`src/rtl/rws_pkg.sv`:
```
// Shared constants, types and codes for the roulette-wheel selector.
package rws_pkg;

    localparam int MAX_ENTRIES  = 256;
    localparam int FITNESS_BITS = 32;

    localparam int IDX_W    = $clog2(MAX_ENTRIES);
    localparam int ACT_W    = IDX_W + 1;
    localparam int CNT_W    = 9;
    localparam int NCMP_W   = (CNT_W > ACT_W) ? CNT_W : ACT_W;
    localparam int TOTAL_W  = 40;
    localparam int FRAC_W   = 16;
    localparam int TARGET_W = FRAC_W + TOTAL_W;
    localparam int PREFIX_W = FITNESS_BITS + IDX_W;
    localparam int SHIFT_W  = PREFIX_W + FRAC_W;
    localparam int CMP_W    = (SHIFT_W > TARGET_W) ? SHIFT_W : TARGET_W;
    localparam int CAP_BIT  = 47;
    localparam int CAP_W    = (PREFIX_W > CAP_BIT + 1) ? PREFIX_W : CAP_BIT + 1;
    localparam int KIND_W   = 2;
    localparam int PICK_W   = 8;
    localparam int ENTRY_W  = 8;
    localparam int FIT_IN_W = 32;

    localparam logic [CNT_W-1:0] COUNT_RESET = CNT_W'(256);

    typedef enum logic [KIND_W-1:0] {
        KIND_WRITE = 2'd0,
        KIND_PICK  = 2'd1,
        KIND_RETRY = 2'd2
    } t_kind;

    typedef enum logic [2:0] {
        S_CLEAR,
        S_IDLE,
        S_WRITE,
        S_LOAD,
        S_SCAN,
        S_RESP
    } t_state;

    typedef struct packed {
        logic load;
        logic step;
    } t_scan_ctrl;

endpackage

```
`src/rtl/rws_scan.sv`:
```
// Target scaling and prefix-sum accumulator with the hit compare of a pick.
module rws_scan (
    input  logic                          i_clk,
    input  rws_pkg::t_scan_ctrl           i_ctrl,
    input  logic [rws_pkg::FRAC_W-1:0]    i_fraction,
    input  logic [rws_pkg::TOTAL_W-1:0]   i_total,
    input  logic [rws_pkg::FITNESS_BITS-1:0] i_rd_data,
    output logic                          o_hit
);
    import rws_pkg::*;

    logic [TARGET_W-1:0] r_target;
    logic [PREFIX_W-1:0] r_prefix;
    logic [PREFIX_W-1:0] n_prefix;
    logic [SHIFT_W-1:0]  shifted;
    logic                over_cap;
    logic                reached;

    assign n_prefix = r_prefix + PREFIX_W'(i_rd_data);
    assign shifted  = {n_prefix, {FRAC_W{1'b0}}};
    assign over_cap = CAP_W'(n_prefix) > (CAP_W'(1) << CAP_BIT);
    assign reached  = CMP_W'(shifted) >= CMP_W'(r_target);
    assign o_hit    = over_cap || reached;

    always_ff @(posedge i_clk) begin
        if (i_ctrl.load) begin
            r_target <= TARGET_W'(i_fraction) * TARGET_W'(i_total);
            r_prefix <= '0;
        end else if (i_ctrl.step) begin
            r_prefix <= n_prefix;
        end
    end

endmodule

```
`config.mk`:
```
export PLATFORM = sky130hd
export DESIGN_NAME = rws_scan
export DESIGN_NICKNAME = d
export VERILOG_FILES = /design/src/rtl/rws_pkg.sv /design/src/rtl/rws_scan.sv
export SDC_FILE = /design/constraint.sdc
export NUM_CORES = 2
export LEC_CHECK = 0
export CAP_MARGIN = 20
export CELL_PAD_IN_SITES_DETAIL_PLACEMENT = 0
export CELL_PAD_IN_SITES_GLOBAL_PLACEMENT = 2
export CORE_MARGIN = 3
export CORE_UTILIZATION = 46
export CTS_BUF_LIST = sky130_fd_sc_hd__clkbuf_4
export CTS_CLUSTER_DIAMETER = 120
export CTS_CLUSTER_SIZE = 25
export DETAILED_ROUTE_END_ITERATION = 10
export DONT_BUFFER_PORTS = 1
export GPL_ROUTABILITY_DRIVEN = 0
export PLACE_DENSITY = 0.89
export SYNTH_ARGS = -nofsm -noshare
export SYNTH_HDL_FRONTEND = slang
export SYNTH_SLANG_ARGS = --single-unit
```
`constraint.sdc`:
```
create_clock -name i_clk -period 11.1 [get_ports i_clk]
set_clock_uncertainty 0.15 [all_clocks]
set_input_delay 0.555 -clock i_clk [delete_from_list [all_inputs] [get_ports i_clk]]
set_output_delay 0.555 -clock i_clk [all_outputs]
set_load 0.05 [all_outputs]
```
==> out/qor.yml <==
status: "finished clean"
area_growth_pct: 2.45
synth_compound_area_share_pct: 8.07
tightest_slew_ps: 879
ant_nets: 0
clock_path_buffers: 2
post-place-ws_ps: 4230
yosysMostFrequentCell: "inv_1"
clock_sinks: 96
die_y_microns: 244
antenna_found_initial: 3
setup_viol: 0
multi_input_area_sq_um: 20600
drt_wl_total_mm: 65.8
grt_pass1_vias: 20600
hold_end: "r_target[22]$_DFFE_PP_"
yosysTopAreaCellShare_pct: 40.8
track_usage_pct: 23.1
worst_slack_ps: 4730
initial_core_util_pct: 46.9
cp_common_cell: "fa_1"
cap_violations: 0
cts_resized: 0
fp.dieW_microns: 244
worstSetupStartpointType: "primary input"
yosys_warnings: 0
grt-ovfl-total: 0
cts_tree: "yes"
cp_data_arrival_time_ps: 6460
grt_max_degree: 54
dp_hpwl_mm: 52.1
synth_common_cells: "inv_1 (647), fa_1 (531), nand2_1 (484), and2_1 (224), ha_1 (200)"
worst_setup_path_end_kind: "flop"
port_buffers: 0
fin_crit_sh_pct: 57.4
drc: 0
nFillCells: 5389
dp.cells: 3568
yosys.area_share.simple_pct: 16.6
syn-mean-instance-area_sq_um: 8.82
hold_viol: 0
rsz0062_at_grt: "no"
core_area_sq_um: 55500
postCtsSetupBuffers: 0
dpl_cell_area_sq_um: 26500
clock_latency_ps: 500
core.rowCount: 86
slowest_stage: "fa_1"
synth_fa_ha_area_share_pct: 50.4
holdPathStages: 0
required_ps: 11190
ys.flop_type: "edfxtp_1"
fin_crit_ps: 6370
final_max_slew_viol_count: 0
path_clk_slew_ps: 130
vias_per_cell: 5.26
fin_tns_setup_ps: 0
synth_top_family_by_area: "adder cells"
ys_types: 70
synth_area_leader_cell: "fa_1"
max_freq_ghz: 0.157
rrSetupSlack_ps: 7620
syn_area_sq_um: 26000
h-tree-depth: 3
muxShareOfSynthArea_pct: 1.04
postSynth.asyncResetShare_pct: 0
cts-buffers-inserted: 9
rr_endpoint: "r_prefix[32]$_SDFFE_PP0P_"
max_slew_margin_pct: 41.4
nets: 3656
hold_start: "i_ctrl[1]"
synthCells: 2953
cpPeakStageDelay_ps: 540
drive_above_1_share_pct: 1.90
yosysSeqAreaShare_pct: 9.53
design_area_sq_um: 26700
synth_nets: 3775
boundaryPins: 92
crit_fanout: 40
stdcell_count: 3588
drt_pass1_iterations: 6
ff2ff_path_depth: 12
ys_ff_latch: 96
dieArea_sq_um: 59500
wl_per_cell_microns: 18.3
synth-edff-count: 56
drt_iter0_markers: 1036
critPathKind: "in -> reg"
root_buffer: "clkbuf_4"
r2r_start: "r_prefix[0]$_SDFFE_PP0P_"
grt_pass1_wl_mm: 111
vias: 18900
crit_chain: "nand2_1, fa_1, inv_1, fa_1, inv_1, fa_1, inv_1, fa_1, fa_1, inv_1, fa_1, inv_1, ha_1, a21oi_1, o21ai_0, a21oi_1, o21ai_0, a31oi_2, o21a_2, o221ai_2, o221ai_2, and4b_1, a211o_1"
ff_latch_area_sq_um: 2480
synth-xor-area-share_pct: 3.03
holdCritPathClass: "in -> reg"
netlist_top_cells_area: "fa_1 (41%), ha_1 (9.6%), inv_1 (9.3%), nand2_1 (7.0%), edfxtp_1 (6.5%)"
[routing by layer]
layer  up-vias  track usage (%)  routed length, microns
met5         -                0                       0
met4         0             4.12                     943
met3        63             3.57                    4140
met2       517             36.3                   29500
met1      9598             34.3                   31300
li1       8693                -                       -
[repair_timing]
item                                    CTS  global route
hold endpoints to repair                 53             0
endpoints found under the setup margin    0             0
hold buffers                              3             0
[per-stage QoR]
stage	hold slack (ps)	utilization, %
final	60.1	48.1
after floorplan	308	-
after global routing	2.81	48.1
after detailed placement	328	47.7
after global placement	315	47.7
after CTS	3.96	48.0
[critical path: cells and delay by family]
family / cells / cell delay, ps
adders and majority gates: 7 / 3550
AOI/OAI and AO/OA: 9 / 1750
and+or+nand+nor: 2 / 290
buffers and inverters: 5 / 280
[registers in the layout, summed over array words and instances (netlist names)]
signal and count:
r_target 56, r_prefix 40
[cells in the final DEF, fill, tap and decap left out, types with 3 or more instances in the layout]
| cell type | instances |
|---|---|
| inv_1 | 647 |
| fa_1 | 531 |
| nand2_1 | 484 |
| and2_1 | 224 |
| ha_1 | 200 |
| a21oi_1 | 103 |
| nor2_1 | 74 |
| xnor2_1 | 66 |
| a21o_1 | 58 |
| edfxtp_1 | 56 |
| o21ai_0 | 43 |
| dfxtp_1 | 40 |
| nand3_1 | 28 |
| mux2i_1 | 26 |
| xor2_1 | 24 |
| nor3_1 | 22 |
| nand4_1 | 19 |
| o21bai_1 | 17 |
| o21ai_1 | 11 |
| nand2b_1 | 11 |
| nor2b_1 | 10 |
| o21a_1 | 10 |
| a31oi_1 | 10 |
| clkbuf_4 | 10 |
| or3_1 | 9 |
| and3_1 | 8 |
| a211oi_1 | 8 |
| or2_2 | 6 |
| o211ai_1 | 6 |
| o21ai_2 | 6 |
| a21oi_2 | 4 |
| a31o_2 | 3 |
| nor3b_1 | 3 |
| nand3b_1 | 3 |
| nor4_1 | 3 |
| o31ai_1 | 3 |
| or4_1 | 3 |
[kinds of logic (layout without fill, tap and decap cells)]
logic type / after synthesis / after routing
buffers and inverters: 781 / 666
DFF: 96 / 96
and+or+nand+nor: 916 / 916
other: 0 / 2
adders and majority gates: 731 / 731
muxes: 27 / 27
AOI/OAI and AO/OA: 312 / 312
xor gates and xnor gates: 90 / 90
[final cells by class]
type | instances | share of cell area, %
clock buffers | 10 | 0.281
clock inverters | 5 | 0.300
flip-flops and latches | 96 | 9.30
diodes | 2 | 0.0188
multi-input cells | 2076 | 77.3
inverters | 648 | 9.12
well taps | 748 | 3.51
repair buffers | 3 | 0.178
[worst max path at each step]
stage	start	to
4_1_cts	i_total[25]	r_target[53]$_DFFE_PP_
6_report	i_fraction[1]	r_target[53]$_DFFE_PP_
2_1_floorplan	i_fraction[1]	r_target[53]$_DFFE_PP_
3_3_place_gp	i_total[25]	r_target[53]$_DFFE_PP_
3_5_place_dp	i_total[25]	r_target[53]$_DFFE_PP_
5_1_grt	i_fraction[1]	r_target[53]$_DFFE_PP_
Power is left out: the tool's default activity adds up to more than one toggle a clock period on the data nets, which glitch-free logic cannot reach.
